==> config.mk <==
export PLATFORM = sky130hd
export DESIGN_NAME = lesf_apb_regs
export DESIGN_NICKNAME = d
export VERILOG_FILES = /design/src/hdl/lesf_pkg.sv /design/src/hdl/lesf_apb_regs.sv
export SDC_FILE = /design/constraint.sdc
export NUM_CORES = 1
export LEC_CHECK = 0
export BUFFER_PORTS_ARGS = -buffer_cell sky130_fd_sc_hd__buf_4
export CAP_MARGIN = 20
export CORE_ASPECT_RATIO = 0.9
export CORE_MARGIN = 1
export CORE_UTILIZATION = 40
export DETAILED_ROUTE_END_ITERATION = 10
export GPL_TIMING_DRIVEN = 1
export PLACE_DENSITY = 0.8
export SLEW_MARGIN = 10
export SYNTH_ARGS = -nofsm -noshare
export SYNTH_HDL_FRONTEND = slang
export SYNTH_SLANG_ARGS = --single-unit
export TNS_END_PERCENT = 5
==> constraint.sdc <==
create_clock -name clk -period 2.58 [get_ports clk]
set_clock_uncertainty 0.15 [all_clocks]
set_input_delay 0.129 -clock clk [delete_from_list [all_inputs] [get_ports clk]]
set_output_delay 0.129 -clock clk [all_outputs]
set_load 0.01 [all_outputs]
==> src/hdl/lesf_pkg.sv <==
// shared constants, types and register codes for the largest empty square finder
`timescale 1ns / 1ps
package lesf_pkg;

	// default map limits
	localparam int DEF_MAX_COLS = 1024;
	localparam int DEF_MAX_ROWS = 4096;

	// field widths
	localparam int CHAR_W      = 8;
	localparam int VAL_W       = 11;
	localparam int LEN_W       = 11;
	localparam int OUT_ROW_W   = 12;
	localparam int OUT_COL_W   = 10;
	localparam int IN_TDATA_W  = 8;
	localparam int OUT_TDATA_W = 40;

	// configuration port
	localparam int APB_DATA_W = 32;
	localparam int APB_ADDR_W = 3;

	// reset values of the configuration registers
	localparam logic [CHAR_W-1:0] OBSTACLE_RST   = 8'd111;
	localparam logic [LEN_W-1:0]  ROW_LENGTH_RST = 11'd1024;

	// saturation limit of a cell value
	localparam logic [VAL_W-1:0] VAL_MAX = '1;

	// register index codes, taken from paddr[2]
	typedef enum logic {
		REG_OBSTACLE   = 1'b0,
		REG_ROW_LENGTH = 1'b1
	} reg_idx_t;

	// configuration seen by the datapath
	typedef struct packed {
		logic [CHAR_W-1:0] obstacle_char;
		logic [LEN_W-1:0]  row_length;
	} cfg_t;

endpackage

==> src/hdl/lesf_apb_regs.sv <==
// apb configuration registers: obstacle character and row length
`timescale 1ns / 1ps
module lesf_apb_regs (
	input  logic                             clk,
	input  logic                             arst_n,
	input  logic                             psel,
	input  logic                             penable,
	input  logic                             pwrite,
	input  logic [lesf_pkg::APB_ADDR_W-1:0]  paddr,
	input  logic [lesf_pkg::APB_DATA_W-1:0]  pwdata,
	output logic [lesf_pkg::APB_DATA_W-1:0]  prdata,
	output logic                             pready,
	output lesf_pkg::cfg_t                   cfg
);
	import lesf_pkg::*;

	logic              wr_en;
	reg_idx_t          idx;
	logic [CHAR_W-1:0] obstacle_q;
	logic [LEN_W-1:0]  row_length_q;

	assign pready = 1'b1;
	assign wr_en  = psel & penable & pwrite & pready;
	assign idx    = reg_idx_t'(paddr[2]);

	// register writes
	always_ff @(posedge clk or negedge arst_n) begin
		if (!arst_n) begin
			obstacle_q   <= OBSTACLE_RST;
			row_length_q <= ROW_LENGTH_RST;
		end else if (wr_en) begin
			unique case (idx)
				REG_OBSTACLE:   obstacle_q   <= pwdata[CHAR_W-1:0];
				REG_ROW_LENGTH: row_length_q <= pwdata[LEN_W-1:0];
				default:        ;
			endcase
		end
	end

	// read mux
	always_comb begin
		unique case (idx)
			REG_OBSTACLE:   prdata = APB_DATA_W'(obstacle_q);
			REG_ROW_LENGTH: prdata = APB_DATA_W'(row_length_q);
			default:        prdata = '0;
		endcase
	end

	assign cfg.obstacle_char = obstacle_q;
	assign cfg.row_length    = row_length_q;

endmodule

==> Word-level counts from Yosys, hierarchy flattened <==
Cells that the tools add are included.
{ "word_totals": {"reg_bits": 19, "inputBits": 40, "wordCells": 8} }
{ "classes": {"mux": 1, "bitwise": 3, "reduce_logical": 2} }
{ "ops": {"columns": ["op", "n"], "rows": [
  ["$pmux W32 S2", 1],
  ["$reduce_and A2 Y1", 2],
  ["$and A1 B1 Y1", 2],
  ["$not A1 Y1", 1]
]} }

==> Logic depth before layout (Yosys ltp) <==
Gate-level depths: netlist of the first run.
{ "depth": {"depth_word": 3, "mapped_depth": 3, "mapped_depth_nobuf": 2} }

==> Worst setup path after synthesis of the first run <==
OpenSTA, ideal clock, no wires.
{ "synth_timing": {"kind": "reg2out", "startpoint": "register obstacle_q[0]", "endpoint": "output port prdata[0] in the netlist's numbering", "t_arrival_ns": 0.713, "t_required_ns": 2.301, "slack_ns": 1.588, "stages_incl_launch_ff": 2, "n_path_buf": 0, "path_cell_list": "dfstp_2 -> mux2_2"} }
{ "synth_via": {"elab_chain_len": 1} }
{ "synth_lines": {"columns": ["item", "line", "source"], "rows": [
  ["from (decl)", "lesf_apb_regs.sv:19", "logic [CHAR_W-1:0] obstacle_q;"],
  ["from (signal assigned)", "lesf_apb_regs.sv:33", "REG_OBSTACLE: obstacle_q <= pwdata[CHAR_W-1:0];"],
  ["$pmux W32 S2", "lesf_apb_regs.sv:42", "unique case (idx)"],
  ["to (decl)", "lesf_apb_regs.sv:11", "output logic [lesf_pkg::APB_DATA_W-1:0] prdata,"]
]} }
Every way passes these cells. The select of a mux whose other input is x is not followed.

==> Worst setup path in the final report of the first run <==
{ "layout_timing": {"startpoint": "register row_length_q[7]", "endpoint": "output port prdata[7] in the netlist's numbering"} }
{ "layout_via": {"elab_chain_len": 1} }
{ "layout_lines": {"columns": ["item", "line", "source"], "rows": [
  ["from (decl)", "lesf_apb_regs.sv:20", "logic [LEN_W-1:0] row_length_q;"],
  ["from (signal assigned)", "lesf_apb_regs.sv:34", "REG_ROW_LENGTH: row_length_q <= pwdata[LEN_W-1:0];"],
  ["$pmux W32 S2", "lesf_apb_regs.sv:42", null]
]} }
Every way passes these cells. The select of a mux whose other input is x is not followed.

==> results of run 1 <==
## registers in the layout, summed over array words and instances, names as in the netlist
register      count
obstacle_q        8
row_length_q     11
## path summary, 6_finish.rpt
path	startpoint	endpoint	slack, ps
max in group asynchronous	arst_n	obstacle_q[2]	1950
min in group clk	penable	obstacle_q[4]	160
min	arst_n	obstacle_q[4]	70
max	row_length_q[7]	prdata[7]	1160
min reg2reg	row_length_q[9]	row_length_q[9]	400
max reg2reg	obstacle_q[7]	obstacle_q[7]	1630
## cell usage in the layout, fill, tap and decap left out, drive strengths merged
cell,count
nand4b,1
nand4,1
dfstp,7
dlygate4sd3,12
buf,46
mux2,27
and2,3
clkbuf,4
dfrtp,12
conb,22
## layer usage
layer	share of wire [%]	vias up	wire (um)	GRT usage [%]
li1	-	330	-	-
met1	43	342	907	19.74
met2	49	51	1030	25.10
met3	7.3	5	155	4.810
met4	0.85	0	18	3.659
met5	0	-	0	0
## power breakdown
group | total [mW] | leakage (nW) | switching (mW) | internal (mW)
clock | 0.149 | 0.0150 | 0.0886 | 0.0602
sequential | 0.434 | 0.218 | 0.0521 | 0.382
combinational | 0.402 | 0.543 | 0.155 | 0.246
total | 0.984 | 0.776 | 0.296 | 0.688
## worst max-delay path, cell delays in order (launching register included)
cell and delay [ps]:
dfrtp_1 420, mux2_2 280, buf_4 140
## cell families (layout without fill, tap and decap cells)
family | Yosys count | count (layout) | synth area share (%)
buf+inv | 24 | 62 | 16.96
flops | 19 | 19 | 45.26
other cells | 2 | 22 | 0.7020
mux | 27 | 27 | 31.93
simple gates | 5 | 5 | 5.146
## per-stage QoR
stage          instance area (sq um)  hold slack (ps)  setup WS, ps
5_1_grt                         1490            86.62          1121
4_1_cts                         1490            75.85          1167
3_5_place_dp                    1344           -137.3          1015
6_report                        1490            69.41          1165
3_3_place_gp                    1344           -136.1          1032
2_1_floorplan                   1145           -316.6          1588
## timing repair
action | in CTS | in global routing
hold buffers | 12 | 0
endpoints found under the hold margin | 38 | 0
endpoints found under the setup margin | 0 | 0
resized for setup | 0 | 0
## area by class of cell
type,count,share of cell area [%]
Sequential cell,19,32.49
Multi-Input combinational cell,54,32.16
Timing Repair Buffer,58,31.23
Tap cell,28,2.351
Clock buffer,4,1.763
==> run metrics, run 1 <==
routed wire length 2112 um; core outline area 0.002489 sq mm; syn_area_per_cell roughly 14 sq um; Max-slew headroom between 60% and 70%; Hold Crit Class in2async; Routability Congestion approximately 0.63; number of diodes 0; Synth Instances 77; Post-synth ARST share 100.0%; # DRC 0; Setup violations, final 0; root buffer cell clkbuf_4; largest net degree at the start of global routing 20; fmax 706.5 MHz; global-route wire length before repair 3270 um; Nets 176; final count of pins violating max slew 0; critical-path maximum fanout 3; wire length per cell approximately 13 um; Sink Count 19; yosys synthesis warning count 0; setup TNS 0 ps; Final Hold Fails 0; top-count cell post-synth buf_4; cell area power density 660.3 mW/mm^2; Cell Area, Synth about 0.0011 sq mm; Worst R2R Path Depth 1; ranking of synthesized cells by area dfrtp_1, mux2_2, dfstp_2; Num CTS Buffers 3; Post CTS Setup Buffer Count 0; dpl cells 147; row count 17; vias in the first global route 663; post-route insts no fill about 160; worst slew pin tran 547.1 ps; worst path required time approximately 2300 ps; Buffers on Ports between 40 and 50; worst vdd ir 0.4677 mV; RSZ-0062 raised after global routing false; Data arrival, critical path 1140 ps; antenna-violating nets left 0; #FFs+latches synth 19; Filler Cell Count 200; area occupied by multi-input gates 479.2 sq um; aggregate global-route resource usage 15.30%; initial antenna violation count 0; Netlist cell types 11; Synth area leader dfrtp_1; Power, Total 984.0 uW; total grt overflow 0; Worst-Skew Late Latency 290 ps; final worst path period share 54.86%; Post-synth EDFFs 0; max cap viols 0; predominant post-synthesis flop cell dfrtp_1; outcome finished clean; share of layout cells above drive strength 1 roughly 63%; vias 728; critical path class reg2out; initial drt markers 6; Critical Path Source Type flop; Area growth, synth to finish 39.30%; # H-tree levels 1; die width 56.51 um; Synth top cells by count buf_4, mux2_2, dfrtp_1; I/O pin count 92; Leakage 0.7755 nW; Critical Path End Type output port; post-DP HPWL 1456 um; Final Util 59.88%; FF/Latch Area 484.2 sq um; clk buf depth 2; sequential share of the synthesized area 45.26%; crit path time final 1415 ps; TritonRoute pass-1 iters 2; TritonCTS clock tree yes; Die H 51.06 um; initial core utilization 42.99%; Synth top area share between 20% and 30%; DIE AREA 0.002885 sq mm; CTS clk-pin slew, worst paths 100 ps; DR vias/cell 4.466
Note: power is estimated with default switching activity, not from simulation.
==> run 2: changes to the inputs <==
--- a/config.mk
+++ b/config.mk
@@ -9,10 +9,10 @@
 export CAP_MARGIN = 20
 export CORE_ASPECT_RATIO = 0.9
 export CORE_MARGIN = 1
-export CORE_UTILIZATION = 40
+export CORE_UTILIZATION = 37
 export DETAILED_ROUTE_END_ITERATION = 10
 export GPL_TIMING_DRIVEN = 1
-export PLACE_DENSITY = 0.8
+export PLACE_DENSITY = 0.74
 export SLEW_MARGIN = 10
 export SYNTH_ARGS = -nofsm -noshare
 export SYNTH_HDL_FRONTEND = slang
==> constraint.sdc (replaced) <==
create_clock -name clk -period 1.4 [get_ports clk]
set_clock_uncertainty 0.15 [all_clocks]
set_input_delay 0.07 -clock clk [delete_from_list [all_inputs] [get_ports clk]]
set_output_delay 0.07 -clock clk [all_outputs]
set_load 0.01 [all_outputs]
==> run 2 against run 1 <==
- wire length rose by 3.7%
- sequential cell count did not move
- via count rose by 0.69%
==> run metrics, run 2 (synthesized netlist as in run 1, its figures left out) <==
outcome finished clean (unchanged); Critical Path End Type output port (unchanged); worst vdd ir 0.5798 mV (was 0.4677 mV); CTS clk-pin slew, worst paths 100 ps (about the same); Gate power share 41.5% (was 40.8%); Die H 53.01 um (was 51.06 um); share of layout cells above drive strength 1 64.49% (was 62.96%); Sink Count 19 (unchanged); Hold Crit Class in2async (unchanged); reg2reg setup slack 460 ps (was 1630 ps); largest net degree at the start of global routing 20 (unchanged); die width 58.68 um (was 56.51 um); number of diodes 0 (unchanged); Leakage 0.7916 nW (was 0.7755 nW); Final Hold Fails 0 (unchanged); CP Launch Point row_length_q[3] (was row_length_q[7]); final count of pins violating max slew 0 (unchanged); max reg flops 11 (unchanged); most frequent cells in the layout buf_4, conb_1, mux2_2 (unchanged); DR vias/cell 4.118 (was 4.466); Reg with most FFs row_length_q (unchanged); routed wire length 2191 um (was 2112 um); DIE AREA 0.003111 sq mm (was 0.002885 sq mm); R2R Path Start row_length_q[9] (was obstacle_q[7]); Routability Congestion 0.5864 (was 0.6333); Setup violations, final 0 (unchanged); Worst-Skew Late Latency 280 ps (was 290 ps); root buffer cell clkbuf_4 (unchanged); Net Sw Frac 29.75% (was 30.08%); critical path class reg2out (unchanged); # DRC 0 (unchanged); Filler Cell Count 257 (was 200); initial antenna violation count 0 (unchanged); Clock Power Share 14.5% (was 15.1%); aggregate global-route resource usage 14.43% (was 15.30%); global-route wire length before repair 3236 um (was 3270 um); cell area power density 1184 mW/mm^2 (was 660.3 mW/mm^2); Setup crit end prdata[3] (was prdata[7]); RR Endpoint row_length_q[9] (was obstacle_q[7]); Power, Total 1.810 mW (was 984.0 uW); Data arrival, critical path 1120 ps (was 1140 ps); fmax 749.0 MHz; # H-tree levels 1 (unchanged); TritonCTS clock tree yes (unchanged); initial drt markers 11 (was 6); Buffers on Ports 46 (unchanged); vias 733 (was 728); max cap viols 0 (unchanged); Worst R2R Path Depth 1 (unchanged); I/O pin count 92 (unchanged); critical-path maximum fanout 3 (unchanged); vias in the first global route 681 (was 663); worst path required time 1180 ps (was 2300 ps); final worst path period share 95.36%; setup TNS 0 ps (unchanged); most common cell after layout, fill and taps aside buf_4 (unchanged); TritonRoute pass-1 iters 2 (unchanged); clk buf depth 2 (unchanged); Int Pwr 1.272 mW (was 688.1 uW); sw power 538.6 uW (was 296.0 uW); Reg power frac 43.9% (was 44.1%); total grt overflow 0 (unchanged); Num CTS Buffers 3 (unchanged); post-DP HPWL 1496 um (was 1456 um); antenna-violating nets left 0 (unchanged); row count 18 (was 17); initial core utilization 38.93% (was 42.99%); core outline area 0.002748 sq mm (was 0.002489 sq mm); RSZ-0062 raised after global routing false (unchanged); wire length per cell 12.31 um (was 12.96 um); Area growth, synth to finish 42.92% (was 39.30%); crit path time final around 1300 ps; top flop regs row_length_q (11), obstacle_q (8) (unchanged); Nets 179 (was 176); Critical Path Source Type flop (unchanged)
[run 2: metrics by stage]
stage / util (%) / hold WS, ps / setup slack [ps] / instances / instance area (sq um)
2_1_floorplan: - / -375.6 / 467.5 / 97 / 1145
3_5_place_dp: 50.00 / -192.7 / 222.9 / 161 / 1374
5_1_grt: 55.65 / 32.05 / 1.946 / 178 / 1529
4_1_cts: 55.37 / 23.77 / 32.50 / 177 / 1521
3_3_place_gp: 50.00 / -198.8 / 233.5 / 161 / 1374
6_report: 55.65 / 44.13 / 64.96 / 178 / 1529
[run 2: worst max-delay path, stage by stage, from the launching register on]
cell and delay, ps:
dfrtp_1 420, mux2_2 270, buf_4 140
[run 2: worst min path at each step]
| stage | startpoint | to | cells past startpoint |
|---|---|---|---|
| after detailed placement | arst_n | row_length_q[2] | 1 |
| after CTS | arst_n | row_length_q[2] | 2 |
| after global placement | arst_n | row_length_q[2] | 1 |
| after global routing | arst_n | row_length_q[5] | 2 |
| after floorplan | arst_n | obstacle_q[4] | 0 |
| final | arst_n | row_length_q[2] | 2 |
[run 2: what timing repair did]
| item | 4_1_cts | 5_1_grt |
|---|---|---|
| hold buffers | 12 | 0 |
| resized for setup | 0 | 0 |
| setup buffers | 0 | 1 |
| endpoints found under the hold margin | 38 | 0 |
| setup endpoints to repair | 0 | 1 |
[run 2: power by group through the flow]
stage | clock network, mW | registers (mW) | logic, mW
detailed placement | 0 | 0.806 | 0.716
finish | 0.263 | 0.796 | 0.752
global placement | 0 | 0.790 | 0.704
global route | 0.318 | 0.814 | 0.806
floorplan | 0 | 0.849 | 0.336
CTS | 0.282 | 0.796 | 0.747
[run 2: layout make-up]
| cell class | count | area (sq um) | area share [%] |
|---|---|---|---|
| Multi-Input combinational cell | 54 | 479.2 | 31.34 |
| Tap cell | 40 | 50.05 | 3.273 |
| Clock inverter | 1 | 5.005 | 0.3273 |
| Clock buffer | 3 | 22.52 | 1.473 |
| Timing Repair Buffer | 61 | 488.0 | 31.91 |
| Sequential cell | 19 | 484.2 | 31.67 |
[run 2: routing by layer]
metal / up-vias / routed length (um) / global-route usage [%]
met2: 42 / 1185 / 28.16
met4: 0 / 0 / 1.190
met3: 0 / 151 / 4.645
met5: - / 0 / 0
met1: 352 / 854 / 15.76
li1: 339 / - / -
==> run 3: changes to the inputs <==
--- a/config.mk
+++ b/config.mk
@@ -8,7 +8,7 @@
 export BUFFER_PORTS_ARGS = -buffer_cell sky130_fd_sc_hd__buf_4
 export CAP_MARGIN = 20
 export CORE_ASPECT_RATIO = 0.9
-export CORE_MARGIN = 1
+export CORE_MARGIN = 2
 export CORE_UTILIZATION = 37
 export DETAILED_ROUTE_END_ITERATION = 10
 export GPL_TIMING_DRIVEN = 1
==> run 3 against run 2 <==
- clock power hardly changed
- design area is 0.25% lower
- non-clock buffer count is 2 lower
- first-iteration DRC count is 91% lower
- critical endpoint is now prdata[4]
- sequential share of layout area is 0.078 points higher
- sequential cell count stayed put
- power is 0.71% lower
- combinational power is 1% lower
- count of clock-buffer cells in the layout is 1 higher
- via count is 2.5% lower
- cell count is 1.1% lower
==> run metrics, run 3 (synthesized netlist as in run 1, its figures left out) <==
PnR worst setup slack 70.21 ps (was 64.96 ps); CTS hold repair buffers 12 (unchanged); DIE AREA 0.003338 sq mm (was 0.003111 sq mm); final count of pins violating max slew 0 (unchanged); critical path class reg2out (unchanged); Bufs and invs on worst path 1 (unchanged); slowest stage cell, crit path dfrtp_1 (unchanged); max cap viols 0 (unchanged); most common cell after layout, fill and taps aside buf_4 (unchanged); CTS clk-pin slew, worst paths 100 ps (about the same); initial antenna violation count 0 (unchanged); Nets 177 (was 179); DP Worst Slack 237.7 ps (was 222.9 ps); routed wl met2 1039 um (was 1185 um); post-DP HPWL 1429 um (was 1496 um); Data arrival, critical path 1110 ps (was 1120 ps); initial core utilization 38.93% (unchanged); outcome finished clean (unchanged); Critical Path Source Type flop (unchanged); setup TNS 0 ps (unchanged); Leakage 0.7860 nW (was 0.7916 nW); Final Cell Area 0.001525 sq mm (was 0.001529 sq mm); reg2reg setup slack 470 ps (was 460 ps); aggregate global-route resource usage 12.61% (was 14.43%); Top Layer Used met3 (unchanged); Hold Crit Class in2async (unchanged); clk buf depth 2 (unchanged); routed wire length 2015 um (was 2191 um); largest net degree at the start of global routing 20 (unchanged); crit-path cells mux2_2 > buf_4 (unchanged); cell area power density 1179 mW/mm^2 (was 1184 mW/mm^2); TritonCTS clock tree yes (unchanged); initial drt markers 1 (was 11); Worst path depth 2 (unchanged); Die H 55.01 um (was 53.01 um); final worst path period share 94.98% (was 95.36%); CP peak stage delay 410 ps (was 420 ps); share of layout cells above drive strength 1 63.24% (was 64.49%); vias in the first global route 696 (was 681); Area growth, synth to finish 42.57% (was 42.92%); top flop regs row_length_q (11), obstacle_q (8) (unchanged); Area after DPL 0.001379 sq mm (was 0.001374 sq mm); Worst R2R Path Depth 1 (unchanged); die width 60.68 um (was 58.68 um); number of diodes 0 (unchanged); Worst-Skew Late Latency 280 ps (about the same); met3 WL 139 um (was 151 um); DR vias/cell 4.063 (was 4.118); post-route insts no fill 176 (was 178); critical-path maximum fanout 3 (unchanged); Num CTS Buffers 3 (unchanged); Routability Congestion 0.5832 (was 0.5864); worst vdd ir 0.6179 mV (was 0.5798 mV); Final Util 55.51% (was 55.65%); global-route wire length before repair 3022 um (was 3236 um); root buffer cell clkbuf_4 (unchanged); fmax 752.0 MHz (was 749.0 MHz); row count 18 (unchanged); RR Endpoint row_length_q[8] (was row_length_q[9]); M1 wire length 836 um (was 854 um); total grt overflow 0 (unchanged); Critical Path End Type output port (unchanged); R2R Path Start row_length_q[8] (was row_length_q[9]); core outline area 0.002748 sq mm (unchanged); Final Hold Fails 0 (unchanged); Post CTS Setup Buffer Count 0 (unchanged); max reg flops 11 (unchanged); most frequent cells in the layout buf_4, conb_1, mux2_2 (unchanged); crit path time final 1330 ps (was 1335 ps); Fin Hold WS 28.45 ps (was 44.13 ps); Reg with most FFs row_length_q (unchanged); CP Launch Point row_length_q[4] (was row_length_q[3]); wire length per cell 11.45 um (was 12.31 um); Buffers on Ports 46 (unchanged); Setup crit end prdata[4] (was prdata[3]); vias 715 (was 733); antenna-violating nets left 0 (unchanged); # DRC 0 (unchanged); RSZ-0062 raised after global routing false (unchanged); Sink Count 19 (unchanged); post-CTS sizing 0 (unchanged); dpl cells 160 (was 161); Power, Total 1.798 mW (was 1.810 mW); worst path required time 1180 ps (about the same); Setup violations, final 0 (unchanged); TritonRoute pass-1 iters 2 (unchanged); I/O pin count 92 (unchanged); CP top delay family flip-flops (unchanged); # H-tree levels 1 (unchanged)
## run 3: power by group
| group | total [mW] | switching [mW] | internal (mW) |
|---|---|---|---|
| logic | 0.741 | 0.285 | 0.456 |
| clock network | 0.265 | 0.155 | 0.111 |
| registers | 0.791 | 0.0878 | 0.703 |
## run 3: cell type report
class,count,area [sq um]
clock buffers,4,26.28
flip-flops and latches,19,484.2
well taps,40,50.05
fillers,247,1222
multi-input cells,54,479.2
repair buffers,59,485.5
## run 3: routing by layer
layer  vias to the layer above  GRT usage [%]
met3                         0          2.791
li1                        335              -
met2                        41          22.94
met1                       339          14.70
met4                         0          4.348
met5                         -              0
## run 3: worst min-delay path by stage
stage / startpoint / end / slack [ps]
after CTS: arst_n / row_length_q[8] / 30
after global placement: arst_n / row_length_q[6] / -200
final: arst_n / row_length_q[8] / 30
after detailed placement: arst_n / row_length_q[6] / -190
after floorplan: arst_n / obstacle_q[4] / -380
after global routing: arst_n / row_length_q[8] / 40
